--- src/rtl/cpsc_pkg.sv ---
// Shared types and constants for the CA PMT service classifier.
// Used by cpsc_parser, cpsc_out_buf and ca_pmt_service_classifier; no dependencies.

package cpsc_pkg;

	localparam int DEF_MAX_OBJECT_BYTES = 4096;

	// Output word width: 37 result bits padded to whole bytes.
	localparam int OUT_TDATA_W = 40;

	localparam logic [23:0] CAPMT_TAG = 24'h9F8032;
	localparam int LEN_EXT_BIT = 7;
	localparam logic [7:0] TAG_CA = 8'h09;
	localparam logic [7:0] TAG_PRIVATE = 8'h81;
	localparam logic [7:0] PRIV_MIN_LEN = 8'd8;
	localparam logic [7:0] CMD_DESCRAMBLE_OK = 8'h01;
	localparam logic [7:0] LM_FIRST = 8'h01;
	localparam logic [7:0] LM_ONLY = 8'h03;
	localparam logic [7:0] LM_UPDATE = 8'h05;

	typedef enum logic [1:0] {
		PH_HEADER,
		PH_LENGTH,
		PH_BODY,
		PH_SKIP
	} cpsc_phase_t;

	typedef struct packed {
		logic        is_capmt;
		logic        selects_service;
		logic [15:0] program_number;
		logic [15:0] provider_id;
		logic        free_to_air;
		logic        switch_request;
		logic        oversize;
	} cpsc_result_t;

endpackage

--- src/rtl/ca_pmt_service_classifier.sv ---
// CA PMT service classifier: parses a TLV byte stream one word per cycle while input is not stalled.
// Instantiates cpsc_parser and cpsc_out_buf; depends on cpsc_pkg.

// The block takes one byte word per cycle on the s_ stream and gives one result word on
// the m_ stream at the end of each object; a word with s_tuser set drops any partial
// object. A word passes an input register, then the parser updates its state and, at an
// object end, hands the result to the output buffer on that update. The sustained rate is
// one word per cycle, set by the per-word parser state update; a one-word skid stage
// keeps input flowing while a result waits, and input stalls only when both output words
// are full. Objects whose total size exceeds MAX_OBJECT_BYTES are skipped and reported as
// oversize. No clearing pass is needed after reset.

module ca_pmt_service_classifier #(
	parameter int MAX_OBJECT_BYTES = cpsc_pkg::DEF_MAX_OBJECT_BYTES
) (
	input  logic                             clk,
	input  logic                             arst_n,
	input  logic                             s_tvalid,
	output logic                             s_tready,
	input  logic [7:0]                       s_tdata,  // rx_byte[7:0]
	input  logic                             s_tuser,  // restart
	output logic                             m_tvalid,
	input  logic                             m_tready,
	// is_capmt, selects_service, program_number[15:0], provider_id[15:0],
	// free_to_air, switch_request, oversize, zero padding
	output logic [cpsc_pkg::OUT_TDATA_W-1:0] m_tdata
);

	logic valid_s1, take_s1, res_valid, skid_full;
	logic [7:0] byte_s1;
	logic restart_s1;
	cpsc_pkg::cpsc_result_t res, out_res;

	assign take_s1 = valid_s1 && !skid_full;
	assign s_tready = !valid_s1 || take_s1;

	always_ff @(posedge clk or negedge arst_n) begin
		if (!arst_n) begin
			valid_s1 <= 1'b0;
		end else if (s_tready) begin
			valid_s1 <= s_tvalid;
		end
	end

	always_ff @(posedge clk) begin
		if (s_tvalid && s_tready) begin
			byte_s1 <= s_tdata;
			restart_s1 <= s_tuser;
		end
	end

	cpsc_parser #(
		.MAX_OBJECT_BYTES(MAX_OBJECT_BYTES)
	) u_parser (
		.clk      (clk),
		.arst_n   (arst_n),
		.en       (take_s1),
		.rx_byte  (byte_s1),
		.restart  (restart_s1),
		.res_valid(res_valid),
		.res      (res)
	);

	cpsc_out_buf u_out_buf (
		.clk      (clk),
		.arst_n   (arst_n),
		.in_valid (res_valid),
		.in_data  (res),
		.out_ready(m_tready),
		.out_valid(m_tvalid),
		.out_data (out_res),
		.skid_full(skid_full)
	);

	assign m_tdata = {3'b000, out_res.oversize, out_res.switch_request, out_res.free_to_air,
		out_res.provider_id, out_res.program_number, out_res.selects_service,
		out_res.is_capmt};

`ifndef SYNTHESIS
	a_no_overrun: assert property (@(posedge clk) disable iff (!arst_n)
		res_valid |-> !skid_full)
		else $error("Result produced while the skid stage is full.");

	a_sel_capmt: assert property (@(posedge clk) disable iff (!arst_n)
		(m_tvalid && out_res.selects_service) |-> out_res.is_capmt)
		else $error("Selected service without a CA PMT tag.");

	a_switch_sel: assert property (@(posedge clk) disable iff (!arst_n)
		(m_tvalid && out_res.switch_request) |-> out_res.selects_service)
		else $error("Switch request without a selected service.");

	a_oversize: assert property (@(posedge clk) disable iff (!arst_n)
		(m_tvalid && out_res.oversize) |-> !out_res.selects_service)
		else $error("Oversize object reported as selected.");
`endif

endmodule

--- src/rtl/cpsc_parser.sv ---
// Per-byte object parser: header, length, body field capture and descriptor walk.
// Depends on cpsc_pkg for the phase enum, tag constants and the result struct.

module cpsc_parser #(
	parameter int MAX_OBJECT_BYTES = cpsc_pkg::DEF_MAX_OBJECT_BYTES
) (
	input  logic                   clk,
	input  logic                   arst_n,
	input  logic                   en,
	input  logic [7:0]             rx_byte,
	input  logic                   restart,
	output logic                   res_valid,
	output cpsc_pkg::cpsc_result_t res
);

	localparam int POS_W = $clog2(MAX_OBJECT_BYTES);
	// Offsets reach a body position plus a full stream header and info length.
	localparam int OFF_W = $clog2(MAX_OBJECT_BYTES + 4102);

	typedef struct packed {
		cpsc_pkg::cpsc_phase_t phase;
		logic [1:0]       hdr_cnt;
		logic [23:0]      header;
		logic [6:0]       len_left;
		logic [6:0]       ext_count;
		logic [31:0]      body_len;
		logic [POS_W-1:0] pos;
		logic [7:0]       list_mode;
		logic [11:0]      prog_info_len;
		logic [OFF_W-1:0] next_desc;
		logic [OFF_W-1:0] next_stream;
		logic [OFF_W-1:0] stream_end;
		logic [OFF_W-1:0] stream_base;
		logic [OFF_W-1:0] priv_at;
		logic             ca_seen;
		logic             accepted;
		logic             prog_len_next;
		logic             es_len_next;
		logic             priv_tag;
		logic             priv_on;
		logic [7:0]       priv_hi;
		logic [15:0]      pend_prog;
		logic [15:0]      pend_prov;
	} parse_t;

	parse_t ps_q, ps_d;
	logic [15:0] prog_hold_q, prog_hold_d;
	logic [15:0] prov_hold_q, prov_hold_d;
	logic fta_hold_q, fta_hold_d;
	logic startup_q, startup_d;

	logic len_done, fin, fin_over, clear, stop, sel, sw;
	logic [OFF_W-1:0] off, prog_end;
	logic [33:0] total;

	always_comb begin
		ps_d = ps_q;
		prog_hold_d = prog_hold_q;
		prov_hold_d = prov_hold_q;
		fta_hold_d = fta_hold_q;
		startup_d = startup_q;
		len_done = 1'b0;
		fin = 1'b0;
		fin_over = 1'b0;
		clear = 1'b0;
		stop = 1'b0;
		sel = 1'b0;
		sw = 1'b0;
		off = OFF_W'(ps_q.pos);
		prog_end = '0;
		total = '0;
		res = '0;
		if (restart) begin
			clear = 1'b1;
		end else begin
			unique case (ps_q.phase)
				cpsc_pkg::PH_HEADER: begin
					if (ps_q.hdr_cnt != 2'd3) begin
						ps_d.header = {ps_q.header[15:0], rx_byte};
						ps_d.hdr_cnt = ps_q.hdr_cnt + 2'd1;
					end else if (rx_byte[cpsc_pkg::LEN_EXT_BIT]) begin
						ps_d.ext_count = rx_byte[6:0];
						ps_d.len_left = rx_byte[6:0];
						ps_d.body_len = '0;
						if (rx_byte[6:0] == 7'd0) begin
							len_done = 1'b1;
						end else begin
							ps_d.phase = cpsc_pkg::PH_LENGTH;
						end
					end else begin
						ps_d.body_len = 32'(rx_byte[6:0]);
						len_done = 1'b1;
					end
				end
				cpsc_pkg::PH_LENGTH: begin
					if (ps_q.body_len > 32'h00FF_FFFF) begin
						ps_d.body_len = '1;
					end else begin
						ps_d.body_len = {ps_q.body_len[23:0], rx_byte};
					end
					ps_d.len_left = ps_q.len_left - 7'd1;
					if (ps_d.len_left == 7'd0) begin
						len_done = 1'b1;
					end
				end
				cpsc_pkg::PH_BODY: begin
					unique case (ps_q.pos)
						POS_W'(0): ps_d.list_mode = rx_byte;
						POS_W'(1): ps_d.pend_prog = {rx_byte, 8'h00};
						POS_W'(2): ps_d.pend_prog = {ps_q.pend_prog[15:8], rx_byte};
						POS_W'(4): ps_d.prog_info_len = {rx_byte[3:0], 8'h00};
						POS_W'(5): begin
							ps_d.prog_info_len = {ps_q.prog_info_len[11:8], rx_byte};
							ps_d.next_stream = OFF_W'(ps_d.prog_info_len) + OFF_W'(6);
							ps_d.next_desc = OFF_W'(7);
						end
						POS_W'(6): begin
							ps_d.accepted = (ps_q.header == cpsc_pkg::CAPMT_TAG) &&
								(rx_byte == cpsc_pkg::CMD_DESCRAMBLE_OK) &&
								(ps_q.list_mode == cpsc_pkg::LM_FIRST ||
								 ps_q.list_mode == cpsc_pkg::LM_ONLY ||
								 ps_q.list_mode == cpsc_pkg::LM_UPDATE);
						end
						default: begin
						end
					endcase
					if (ps_d.accepted && ps_q.pos >= POS_W'(6)) begin
						if (ps_q.priv_on) begin
							if (off == ps_q.priv_at) begin
								ps_d.priv_hi = rx_byte;
							end else if (off == ps_q.priv_at + OFF_W'(1)) begin
								ps_d.pend_prov = {ps_q.priv_hi, rx_byte};
								ps_d.priv_on = 1'b0;
							end
						end
						if (!ps_q.ca_seen) begin
							prog_end = OFF_W'(ps_d.prog_info_len) + OFF_W'(6);
							if (ps_q.prog_len_next) begin
								ps_d.prog_len_next = 1'b0;
								ps_d.next_desc = off + OFF_W'(1) + OFF_W'(rx_byte);
								if (ps_q.priv_tag) begin
									ps_d.priv_tag = 1'b0;
									if (rx_byte >= cpsc_pkg::PRIV_MIN_LEN) begin
										ps_d.priv_on = 1'b1;
										ps_d.priv_at = off + OFF_W'(7);
									end
								end
							end else if (off < prog_end && off == ps_d.next_desc) begin
								if (rx_byte == cpsc_pkg::TAG_CA) begin
									ps_d.ca_seen = 1'b1;
									stop = 1'b1;
								end else begin
									ps_d.priv_tag = (rx_byte == cpsc_pkg::TAG_PRIVATE);
									ps_d.prog_len_next = 1'b1;
								end
							end
							if (!stop && off >= prog_end) begin
								if (ps_q.es_len_next) begin
									ps_d.es_len_next = 1'b0;
									ps_d.next_desc = off + OFF_W'(1) + OFF_W'(rx_byte);
								end else if (off >= ps_q.stream_base + OFF_W'(6) &&
									off < ps_q.stream_end && off == ps_d.next_desc) begin
									if (rx_byte == cpsc_pkg::TAG_CA) begin
										ps_d.ca_seen = 1'b1;
										stop = 1'b1;
									end else begin
										ps_d.es_len_next = 1'b1;
									end
								end
								if (!stop) begin
									if (off == ps_q.next_stream) begin
										ps_d.stream_base = off;
										ps_d.stream_end = '0;
									end else if (off == ps_q.stream_base + OFF_W'(3)) begin
										ps_d.stream_end = OFF_W'({rx_byte[3:0], 8'h00});
									end else if (off == ps_q.stream_base + OFF_W'(4)) begin
										ps_d.stream_end = ps_q.stream_base + OFF_W'(5) +
											(ps_q.stream_end | OFF_W'(rx_byte));
										ps_d.next_stream = ps_d.stream_end;
										ps_d.next_desc = ps_q.stream_base + OFF_W'(6);
										ps_d.es_len_next = 1'b0;
									end
								end
							end
						end
					end
					ps_d.pos = ps_q.pos + POS_W'(1);
					if (32'(ps_d.pos) >= ps_q.body_len) begin
						fin = 1'b1;
					end
				end
				cpsc_pkg::PH_SKIP: begin
					ps_d.body_len = ps_q.body_len - 32'd1;
					if (ps_d.body_len == 32'd0) begin
						fin = 1'b1;
						fin_over = 1'b1;
					end
				end
			endcase

			if (len_done) begin
				total = 34'd4 + 34'(ps_d.ext_count) + 34'(ps_d.body_len);
				if (total > 34'(MAX_OBJECT_BYTES)) begin
					if (ps_d.body_len == 32'd0) begin
						fin = 1'b1;
						fin_over = 1'b1;
					end else begin
						ps_d.phase = cpsc_pkg::PH_SKIP;
					end
				end else if (ps_d.body_len == 32'd0) begin
					fin = 1'b1;
				end else begin
					ps_d.phase = cpsc_pkg::PH_BODY;
					ps_d.pos = '0;
				end
			end

			if (fin) begin
				sel = ps_d.accepted && !fin_over;
				if (sel) begin
					prog_hold_d = ps_d.pend_prog;
					prov_hold_d = ps_d.pend_prov;
					fta_hold_d = !ps_d.ca_seen;
					if (startup_q || ps_d.ca_seen) begin
						sw = 1'b1;
						startup_d = 1'b0;
					end
				end
				res.is_capmt = (ps_d.header == cpsc_pkg::CAPMT_TAG);
				res.selects_service = sel;
				res.program_number = prog_hold_d;
				res.provider_id = prov_hold_d;
				res.free_to_air = fta_hold_d;
				res.switch_request = sw;
				res.oversize = fin_over;
				clear = 1'b1;
			end
		end
		if (clear) begin
			ps_d = '0;
		end
		res_valid = en && fin;
	end

	always_ff @(posedge clk or negedge arst_n) begin
		if (!arst_n) begin
			ps_q <= '0;
			prog_hold_q <= '0;
			prov_hold_q <= '0;
			fta_hold_q <= 1'b0;
			startup_q <= 1'b1;
		end else if (en) begin
			ps_q <= ps_d;
			prog_hold_q <= prog_hold_d;
			prov_hold_q <= prov_hold_d;
			fta_hold_q <= fta_hold_d;
			startup_q <= startup_d;
		end
	end

endmodule

--- src/rtl/cpsc_out_buf.sv ---
// Result register with a one-word skid stage between the parser and the output stream.
// Depends on cpsc_pkg for the result struct.

module cpsc_out_buf (
	input  logic                   clk,
	input  logic                   arst_n,
	input  logic                   in_valid,
	input  cpsc_pkg::cpsc_result_t in_data,
	input  logic                   out_ready,
	output logic                   out_valid,
	output cpsc_pkg::cpsc_result_t out_data,
	output logic                   skid_full
);

	logic out_valid_q, skid_valid_q, out_free;
	cpsc_pkg::cpsc_result_t out_data_q, skid_data_q;

	assign out_free = !out_valid_q || out_ready;

	always_ff @(posedge clk or negedge arst_n) begin
		if (!arst_n) begin
			out_valid_q <= 1'b0;
			skid_valid_q <= 1'b0;
		end else if (out_free) begin
			out_valid_q <= skid_valid_q || in_valid;
			skid_valid_q <= 1'b0;
		end else begin
			skid_valid_q <= skid_valid_q || in_valid;
		end
	end

	always_ff @(posedge clk) begin
		if (out_free) begin
			if (skid_valid_q) begin
				out_data_q <= skid_data_q;
			end else if (in_valid) begin
				out_data_q <= in_data;
			end
		end
		if (in_valid && !out_free) begin
			skid_data_q <= in_data;
		end
	end

	assign out_valid = out_valid_q;
	assign out_data = out_data_q;
	assign skid_full = skid_valid_q;

endmodule

--- config.mk ---
export PLATFORM = sky130hd
export DESIGN_NAME = ca_pmt_service_classifier
export DESIGN_NICKNAME = d
export VERILOG_FILES = /design/src/rtl/cpsc_pkg.sv /design/src/rtl/ca_pmt_service_classifier.sv /design/src/rtl/cpsc_parser.sv /design/src/rtl/cpsc_out_buf.sv
export SDC_FILE = /design/constraint.sdc
export NUM_CORES = 1
export LEC_CHECK = 0
export ABC_AREA = 0
export BUFFER_PORTS_ARGS = -buffer_cell sky130_fd_sc_hd__buf_2
export CORE_MARGIN = 2
export CORE_UTILIZATION = 55
export DETAILED_ROUTE_END_ITERATION = 10
export GPL_TIMING_DRIVEN = 1
export PLACE_DENSITY = 0.75
export SYNTH_ARGS = -nofsm -noshare
export SYNTH_HDL_FRONTEND = slang
export SYNTH_SLANG_ARGS = --single-unit
--- constraint.sdc ---
create_clock -name clk -period 6.4 [get_ports clk]
set_input_delay 0.64 -clock clk [delete_from_list [all_inputs] [get_ports clk]]
set_output_delay 0.64 -clock clk [all_outputs]
set_load 0.01 [all_outputs]
Word level (Yosys, flattened, before mapping)
Cells that the tools add are included.
{ "totals": {"regBits": 342, "inputBits": 13, "out_inout_bits": 42, "elab_cells": 298} }
{ "op_classes": {"n_eq_ne": 30, "n_lt_le_gt_ge": 9, "addsub": 17, "mux": 131, "n_reduce_logical": 63, "bitwise_logic": 2} }
{ "ops": {"columns": ["operator", "count"], "rows": [
  ["two-way mux 222 bit", 2],
  ["two-way mux 148 bit", 2],
  ["two-way mux 28 bit", 7],
  ["two-way mux 14 bit", 13],
  ["two-way mux 37 bit", 4],
  ["two-way mux 71 bit", 2],
  ["two-way mux 56 bit", 2],
  ["== test 12 x 14 -> 1 bit", 7],
  ["two-way mux 16 bit", 6],
  ["case mux 32 bit (3 select lines)", 1],
  ["two-way mux 12 bit", 6],
  ["logical NOT 32 bit", 2],
  ["two-way mux 32 bit", 2],
  ["two-way mux 1 bit", 62],
  ["== test 24 bit, second input constant", 2],
  ["two-way mux 46 bit", 1],
  ["adder 14 x 3 -> 14 bit, second input constant", 3],
  ["two-way mux 42 bit", 1],
  ["adder 12 x 3 -> 13 bit, second input constant", 3],
  ["== test 12 x 3 -> 1 bit, second input constant", 3],
  ["adder 34 x 32 -> 34 bit", 1],
  ["> comparator 34 x 13 -> 1 bit, second input constant", 1],
  [">= comparator 12 x 32 -> 1 bit", 1],
  ["> comparator 32 x 24 -> 1 bit, second input constant", 1],
  ["55 further kinds", 117]
]} }

Depth between registers and ports, before layout
Gate-level depths: netlist (run 1).
{ "logic_depth": {"word_depth": 34, "depth_mapped": 23, "mapped_depth_nobuf": 21} }

Modules after synthesis
A second synthesis (run 1) with hierarchy kept.
{ "hier_totals": {"cells_unflattened": 2642, "area_unflattened_um2": 23608.9} }
{ "modules_own_cells": {"columns": ["module", "instances", "cells_per_inst", "area_per_inst_um2", "seq_area_each_um2"], "rows": [
  ["cpsc_parser", 1, 2500, 20473.4, 6332.3],
  ["cpsc_out_buf", 1, 124, 2788.9, 2272.2],
  ["ca_pmt_service_classifier", 1, 18, 346.6, 295.3]
]} }

Least setup slack after synthesis (run 1)
Ideal clock, no wire load.
{ "synth_timing": {"path_kind": "reg2reg", "startpoint": "register u_parser.ps_q[148] in the netlist's numbering", "endpoint": "register u_out_buf.skid_data_q[0] in the netlist's numbering (enable)", "period_less_slack_ps": 6780, "path_buffers": 5, "path_stages_with_launch": 17, "t_required_ps": 5923, "arrival_time_ps": 6302, "setup_ps": 477, "slack_ps": -380, "path_cell_list": "dfrtp_1 clkbuf_1 inv_1 ha_1 nor4b_4 and3_1 buf_2 nand2_1 a311oi_1 nand3_1 nor4_1 nand4b_1 a31o_2 buf_2 buf_2 buf_1 nor3_1"} }
{ "synth_between": {"elab_chain_cells": 11, "elab_cells_between_ends": 18, "classes_between": "add/sub (1); order compare (2); mux (11); reduce/logical (4)"} }
{ "synth_lines": {"columns": ["item", "line", "rtl"], "rows": [
  ["start, declared", "cpsc_parser.sv:46", "parse_t ps_q, ps_d;"],
  ["start signal, assigned", "cpsc_parser.sv:253", "ps_q <= ps_d;"],
  ["> comparator 32 x 24 -> 1 bit", "cpsc_parser.sv:96", "if (ps_q.body_len > 32'h00FF_FFFF) begin"],
  ["two-way mux 32 bit", "cpsc_parser.sv:96", null],
  ["case mux 32 bit (3 select lines)", "cpsc_parser.sv:76", "unique case (ps_q.phase)"],
  ["two-way mux 32 bit", "cpsc_parser.sv:73", "if (restart) begin"],
  ["logical NOT 32 bit", "cpsc_parser.sv:204, cpsc_parser.sv:210", null],
  ["two-way mux 1 bit", "cpsc_parser.sv:204, cpsc_parser.sv:210", null],
  ["two-way mux 1 bit *", "cpsc_parser.sv:201", "if (len_done) begin"],
  ["two-way mux 1 bit * (2 in series)", "cpsc_parser.sv:73", null],
  ["logical AND 1 bit *", "cpsc_parser.sv:242", "res_valid = en && fin;"],
  ["logical AND 1 bit *", "cpsc_out_buf.sv:40", "if (in_valid && !out_free) begin"],
  ["end signal, assigned", "cpsc_out_buf.sv:41", "skid_data_q <= in_data;"],
  ["end, declared", "cpsc_out_buf.sv:16", "cpsc_pkg::cpsc_result_t out_data_q, skid_data_q;"]
]} }
Every way passes the cells marked *; elsewhere a longest branch is shown, timed or not. The select of a mux whose other input is x is not followed.
A chain may end at the register's enable or synchronous reset.

Worst setup path after layout (run 1)
{ "layout_timing": {"startpoint": "register u_parser.ps_q[219] in the netlist's numbering", "endpoint": "register u_parser.ps_q (netlist bit u_parser.off[0])"} }
{ "layout_between": {"elab_chain_cells": 12, "elab_cells_between_ends": 25, "classes_between": "add/sub (2); order compare (1); eq/ne (2); mux (18); reduce/logical (2)"} }
{ "layout_lines": {"columns": ["item", "line", "rtl"], "rows": [
  ["inequality test 2 bit *", "cpsc_parser.sv:78", "if (ps_q.hdr_cnt != 2'd3) begin"],
  ["branches (longest 11 deep; another with adder 34 x 32 -> 34 bit)", null, null]
]} }
Every way passes the cells marked *. The select of a mux whose other input is x is not followed.

==> results of run 1 <==
[layer usage]
layer / up-vias / track usage / share of wire
met3: 257 / 0.0593 / 0.095
met5: - / 0 / 0
met4: 0 / 0.167 / 0.050
met2: 1291 / 0.538 / 0.44
met1: 10800 / 0.481 / 0.42
li1: 10100 / - / -
[power groups by stage]
stage	combinational, W	sequential (W)	clock (W)
floorplan	0.00210	0.00243	0
global placement	0.00292	0.00252	0
global route	0.00328	0.00250	0.00246
detailed placement	0.00294	0.00252	0
finish	0.00309	0.00249	0.00235
CTS	0.00296	0.00248	0.00236
[registers in the layout (all words and copies together) (netlist names)]
name	cells
byte_s1	8
restart_s1	1
u_out_buf.out_data	37
u_out_buf.out_valid	1
u_out_buf.skid_data_q	37
u_out_buf.skid_full	1
u_parser.fta_hold_q	1
u_parser.off	12
u_parser.prog_hold_q	16
u_parser.prov_hold_q	16
u_parser.ps_q	207
u_parser.startup_q	1
valid_s1	1
[critical path: cells and delay by family, from the launching register on]
kind / cells / cell delay, ns
multiplexers: 1 / 0.38
AO/OA/AOI/OAI: 7 / 1.68
XOR/XNOR: 1 / 0.16
buffers and inverters: 3 / 0.53
AND/OR/NAND/NOR: 6 / 1.75
adder cells (fa/ha/maj): 3 / 0.96
flip-flops: 1 / 0.36
[path summary, 6_finish.rpt]
kind	to	from	cells after the start
worst min-delay path	u_parser.ps_q[192]	arst_n	1
worst max-delay path	u_parser.off[0]	u_parser.ps_q[219]	21
worst min register to register	u_parser.prog_hold_q[5]	u_parser.prog_hold_q[5]	2
min in group clk	byte_s1[5]	s_tdata[5]	1
worst max register to register	u_parser.off[0]	u_parser.ps_q[219]	21
max in group asynchronous	u_out_buf.skid_full	arst_n	2
[kinds of logic after synthesis]
family                   Yosys count
AND/OR/NAND/NOR                  960
adder cells (fa/ha/maj)          110
buffers and inverters            306
other                              1
XOR/XNOR                         146
multiplexers                      92
AO/OA/AOI/OAI                    763
flip-flops                       339
[metrics by stage]
step	area, µm²	utilization	power (W)	hold WS, ns	instances
5_1_grt	26400	0.612	0.00824	0.188	3319
4_1_cts	26400	0.612	0.00781	0.169	3319
3_3_place_gp	25100	0.581	0.00543	0.456	3246
3_5_place_dp	25100	0.581	0.00547	0.465	3246
2_1_floorplan	24100	-	0.00452	0.344	2719
6_report	26400	0.612	0.00793	0.124	3319
[synthesized netlist by cell type (46+ instances only)]
cell      number  area [µm²]
a21oi_1      110         551
a22o_1        77         674
clkbuf_1     139         522
dfrtp_1      255        6380
edfxtp_1      83        2490
ha_1         107        1340
inv_1         97         364
mux2i_1       46         460
nand2_1      308        1160
nand3_1       70         350
nor2_1       185         694
nor3_1        70         350
o21ai_0      147         736
o31ai_1       94         706
xnor2_1       95         832
xor2_1        51         447
[what timing repair did]
action	in CTS	in global routing
endpoints found under the setup margin	0	2
gates resized for setup	0	1
hold buffers	0	0
[cell type report]
cell class	instances	area (µm²)
Fill cell	3773	16700
Multi-Input combinational cell	2074	14000
Sequential cell	339	8900
Clock buffer	50	1090
Timing Repair Buffer	148	1060
Tap cell	585	732
Inverter	100	375
Clock inverter	23	248
==> impl_metrics.py, run 1 <==
metrics = {
    "setup_path": {
        "crit_path_max_incr_delay_ns": 0.55,
        "cp.arrival_ns": 6.40,
        "crit_top_cell": "ha_1",
        "crit_fanout": 13,
        "required_ns": 6.87,
        "crit_chain": "ha_1 > nand2_1 > nor3_1 > buf_4 > mux2i_1 > inv_1 > ha_1 > xnor2_1 > ha_1 > nand2_1 > o311ai_0 > a21oi_1 > o21bai_1 > or4b_4 > nand2b_4 > or4b_4 > a221oi_2 > a31oi_1 > buf_4 > o21ai_0 > a31oi_1",
        "critPathSlowestCell": "or4b_4",
        "r2r_slack_ns": 0.47,
        "crit_type": "reg2reg",
        "critPathLaunchType": "flop",
        "worstSetupEndpointType": "flop",
    },
    "global_route": {
        "grt_max_degree": 149,
        "grt_pass1_wl_um": 124000,
        "overflow": 0,
        "grt_pass1_vias": 21500,
        "grt_usage": 0.350,
        "antenna_found_initial": 0,
    },
    "synth": {
        "synth_seq_cells": 339,
        "synth_compound_area_frac": 0.223,
        "ys.warnings.count": 0,
        "synth_simple_gate_area_frac": 0.204,
        "syn_inst": 2717,
        "synth_fa_ha_area_frac": 0.0580,
        "ys_seq_area_frac": 0.369,
        "synthMuxAreaShare": 0.0406,
        "synth_area_um2": 24100,
        "synth_edf_count": 83,
        "synth-xor-area-share": 0.0531,
        "synth_top_family_by_area": "compound AO/OA/AOI/OAI gates",
        "synthFlopType": "dfrtp_1",
        "avgSynthCellArea_um2": 8.87,
        "async_reset_ff_frac": 0.755,
        "yosysUniqueCellTypes": 106,
    },
    "sta": {
        "setup-violations-final": 0,
        "skew_ns": 0.0341,
        "rsz0062_at_grt": "no",
        "fin_crit_ns": 5.93,
        "final.setup.worst_slack_ns": 0.473,
        "tightest_slew_ns": 1.16,
        "slew_violations": 0,
        "fmax_ghz": 0.169,
        "setup-tns-final_ns": 0,
        "maxSlewHeadroom": 0.216,
        "hold_viol": 0,
        "fin_crit_sh": 0.926,
    },
    "routing": {
        "drtAntennaViolNets": 0,
        "drtPass1Iterations": 8,
        "vias": 22500,
        "drt_iter0_drc": 2561,
        "vias_per_cell": 6.77,
        "finalWirelength_um": 78800,
        "wl_per_cell_um": 23.7,
        "drc": 0,
    },
    "cts": {
        "post-cts-setup-buffers": 0,
        "clock_path_buffers": 3,
        "h-tree-depth": 2,
        "clkSinkCount": 339,
        "numCtsBuffers": 40,
        "cts_tree": "built",
        "clkTransAtPathRegs_ns": 0.06,
        "root_buffer": "clkbuf_16",
        "clk_latency_ns": 0.60,
    },
    "power_and_ir_drop": {
        "p_clk_frac": 0.296,
        "powerDensity_nw_per_um2": 300,
        "swShare": 0.404,
        "vdd_drop_max_uv": 274,
        "p_int_w": 0.00472,
        "p_leak_nw": 10.9,
        "pwr-share-comb": 0.390,
        "power_frac_seq": 0.314,
        "switching_power_w": 0.00321,
    },
    "place": {
        "place_congestion": 0.995,
        "dp_hpwl_um": 55100,
        "detailedPlace.worstSlack_ns": 0.611,
        "portBuffers": 51,
    },
    "cells_and_area": {
        "mostFrequentLayoutCells": "nand2_1, dfrtp_1, nor2_1",
        "layout_commonest_cell": "nand2_1",
        "antenna_cells": 0,
        "layout.nets": 2826,
        "layout-drive-gt1-share": 0.119,
        "syn2layout_area_growth_pct": 9.68,
    },
    "floorplan": {
        "die_x_um": 213,
        "core_area_um2": 43200,
        "rows": 76,
        "die-area_um2": 45500,
        "initial_core_util": 0.558,
        "dieHeight_um": 213,
        "ios": 55,
    },
    "worst_hold_path": {
        "hold_path.class": "in2async",
    },
    "run_status": {
        "status": "finished clean",
    },
    "run": {
        "drv_cap": 0,
    },
}
(Power assumes the default switching activity.)
==> run 2: changes to the inputs <==
SYNTH_HIERARCHICAL = 1   (was default)
==> run 2 against run 1 <==
Compared with the run above:
- non-clock buffer count fell by 22
- sequential share of layout area rose by 0.98 points
- final area fell by 2.8%
- die area fell by 2.0%
- critical path depth fell by 1
- cell count fell by 3.8%
- routed wire length fell by 7.4%
- clock skew fell by 0.0039 ns
- power rose by 2.4%
- core utilization fell by 0.26 points
- sequential power barely moved
- setup slack got worse by 0.29 ns
- largest cell class unchanged
- highest routed layer unchanged
==> impl_metrics.py, run 2 <==
metrics = {
    "run_status": {
        "status": "finished clean",
    },
    "routing": {
        "drtPass1Iterations": 7,
        "drc": 0,
        "drtAntennaViolNets": 0,
        "vias": 21500,
        "wl_per_cell_um": 22.8,
        "drt_iter0_drc": 2587,
        "finalWirelength_um": 72900,
        "vias_per_cell": 6.73,
    },
    "synth": {
        "ys.warnings.count": 6,
        "ys_seq_area_frac": 0.377,
        "yosysUniqueCellTypes": 111,
        "async_reset_ff_frac": 0.755,
        "synth_area_leader_cell": "dfrtp_1",
        "synth_commonest_cells": "nand2_1, dfrtp_1, o21ai_0, nor2_1, clkbuf_1",
        "avgSynthCellArea_um2": 8.94,
        "synth_most_common_cell": "nand2_1",
        "syn_inst": 2642,
        "synth_edf_count": 83,
        "synthFlopType": "dfrtp_1",
        "synth_seq_cells": 339,
        "yosys.area.top_type_share": 0.270,
        "ys_top_cells_by_area": "dfrtp_1, edfxtp_1, ha_1",
        "synth_area_um2": 23600,
    },
    "cells_and_area": {
        "antenna_cells": 0,
        "layout-drive-gt1-share": 0.118,
        "nFillCells": 3503,
        "syn2layout_area_growth_pct": 8.81,
        "fin_cells": 3194,
        "layout.nets": 2751,
        "layout_commonest_cell": "nand2_1",
        "largest_register_ffs": 207,
        "fin_util": 0.610,
        "regMostFlops": "u_parser/ps_q",
        "mostFrequentLayoutCells": "nand2_1, dfrtp_1, o21ai_0",
    },
    "setup_path": {
        "crit_fanout": 14,
        "path_buf_inv": 2,
        "worstSetupEndpointType": "flop",
        "crit_type": "reg2reg",
        "crit_path_max_incr_delay_ns": 0.68,
        "r2r-start": "u_parser/off[1]",
        "crit_family": "compound AO/OA/AOI/OAI gates",
        "critPathSlowestCell": "a31oi_2",
        "critPathLaunchType": "flop",
        "cp.arrival_ns": 6.66,
        "required_ns": 6.85,
        "cp-startpoint": "u_parser/off[1]",
        "crit_chain": "inv_1 > buf_4 > ha_1 > o2111ai_1 > o211ai_1 > a22oi_1 > or4b_1 > nand2b_1 > xor2_1 > ha_1 > nand3_1 > a21oi_1 > o31a_1 > a311oi_1 > o31a_1 > a311oi_2 > and2_1 > a31oi_2 > nand2_1 > o31ai_1",
    },
    "global_route": {
        "grt_pass1_wl_um": 116000,
        "grt_usage": 0.328,
        "antenna_found_initial": 0,
        "grt_pass1_vias": 20800,
        "overflow": 0,
        "grt_max_degree": 141,
    },
    "place": {
        "dp.cells": 3119,
        "dp_hpwl_um": 50500,
        "detailedPlace.worstSlack_ns": 0.468,
        "place_congestion": 0.980,
        "portBuffers": 51,
    },
    "sta": {
        "tightest_slew_ns": 1.10,
        "fin_crit_ns": 6.21,
        "setup-violations-final": 0,
        "hold_viol": 0,
        "maxSlewHeadroom": 0.266,
        "skew_ns": 0.0302,
        "slew_violations": 0,
        "fin_crit_sh": 0.971,
        "fmax_ghz": 0.161,
        "final.setup.worst_slack_ns": 0.186,
    },
    "run": {
        "drv_cap": 0,
    },
    "cts": {
        "clock_path_buffers": 3,
        "cts_tree": "built",
        "hold_buffers": 0,
        "clk_latency_ns": 0.58,
        "clkSinkCount": 339,
        "h-tree-depth": 2,
        "numCtsBuffers": 40,
        "clkTransAtPathRegs_ns": 0.06,
        "cts-resized-gates": 0,
        "post-cts-setup-buffers": 0,
        "root_buffer": "clkbuf_16",
    },
    "power_and_ir_drop": {
        "powerDensity_nw_per_um2": 316,
        "power_w": 0.00812,
        "p_leak_nw": 10.7,
        "vdd_drop_max_uv": 278,
    },
    "floorplan": {
        "die_x_um": 211,
        "die-area_um2": 44600,
        "core_area_um2": 42100,
        "dieHeight_um": 211,
        "ios": 55,
        "initial_core_util": 0.560,
        "rows": 75,
    },
    "worst_hold_path": {
        "hold_path.class": "in2async",
    },
}
run 2: final timing paths:
kind                       depth (start not counted)             endpoint  slack [ns]
max reg2reg                                       20    u_parser/ps_q[83]        0.19
min                                                1    u_parser/ps_q[84]        0.20
min in group clk                                   1           byte_s1[3]        0.23
max                                               20    u_parser/ps_q[83]        0.19
max in group asynchronous                          2  u_out_buf/skid_full        4.84
min reg2reg                                        2   u_parser/ps_q[132]        0.48
run 2: logic make-up (layout without fill, tap and decap cells):
group / count (synthesis) / after routing / synth area share
muxes: 68 / 68 / 0.0325
DFF: 339 / 339 / 0.377
xor gates and xnor gates: 143 / 143 / 0.0542
AOI/OAI and AO/OA: 733 / 734 / 0.212
adders and majority gates: 115 / 115 / 0.0619
buffers and inverters: 298 / 308 / 0.0570
other: 1 / 3 / 0.000159
and+or+nand+nor: 945 / 945 / 0.205
run 2: where the power goes:
group	total (W)	switching (W)	internal, W
clock	0.00247	0.000950	0.00152
sequential	0.00251	0.000189	0.00233
combinational	0.00314	0.00208	0.00106
total	0.00812	0.00322	0.00491
run 2: final cells by class:
cell class / instances / area [µm²] / share of cell area
multi-input combinational: 2008 / 13400 / 0.523
timing repair buffer: 126 / 841 / 0.0327
clock buffer: 56 / 1160 / 0.0452
tap: 539 / 674 / 0.0263
inverter: 108 / 405 / 0.0158
clock inverter: 18 / 273 / 0.0106
sequential: 339 / 8900 / 0.347
run 2: stage by stage:
step / area (µm²) / setup TNS [ns] / hold slack [ns]
floorplan: 23600 / 0 / 0.344
global route: 25700 / -0.0650 / 0.229
global placement: 24200 / 0 / 0.457
finish: 25700 / 0 / 0.198
CTS: 25700 / 0 / 0.212
detailed placement: 24200 / 0 / 0.465
run 2: layer usage:
metal,global-route usage,up-vias,wire (µm)
met5,0,-,0
met2,0.514,1198,32500
met4,0.152,0,3350
met1,0.441,10400,29700
met3,0.0629,257,7350
li1,-,9676,-
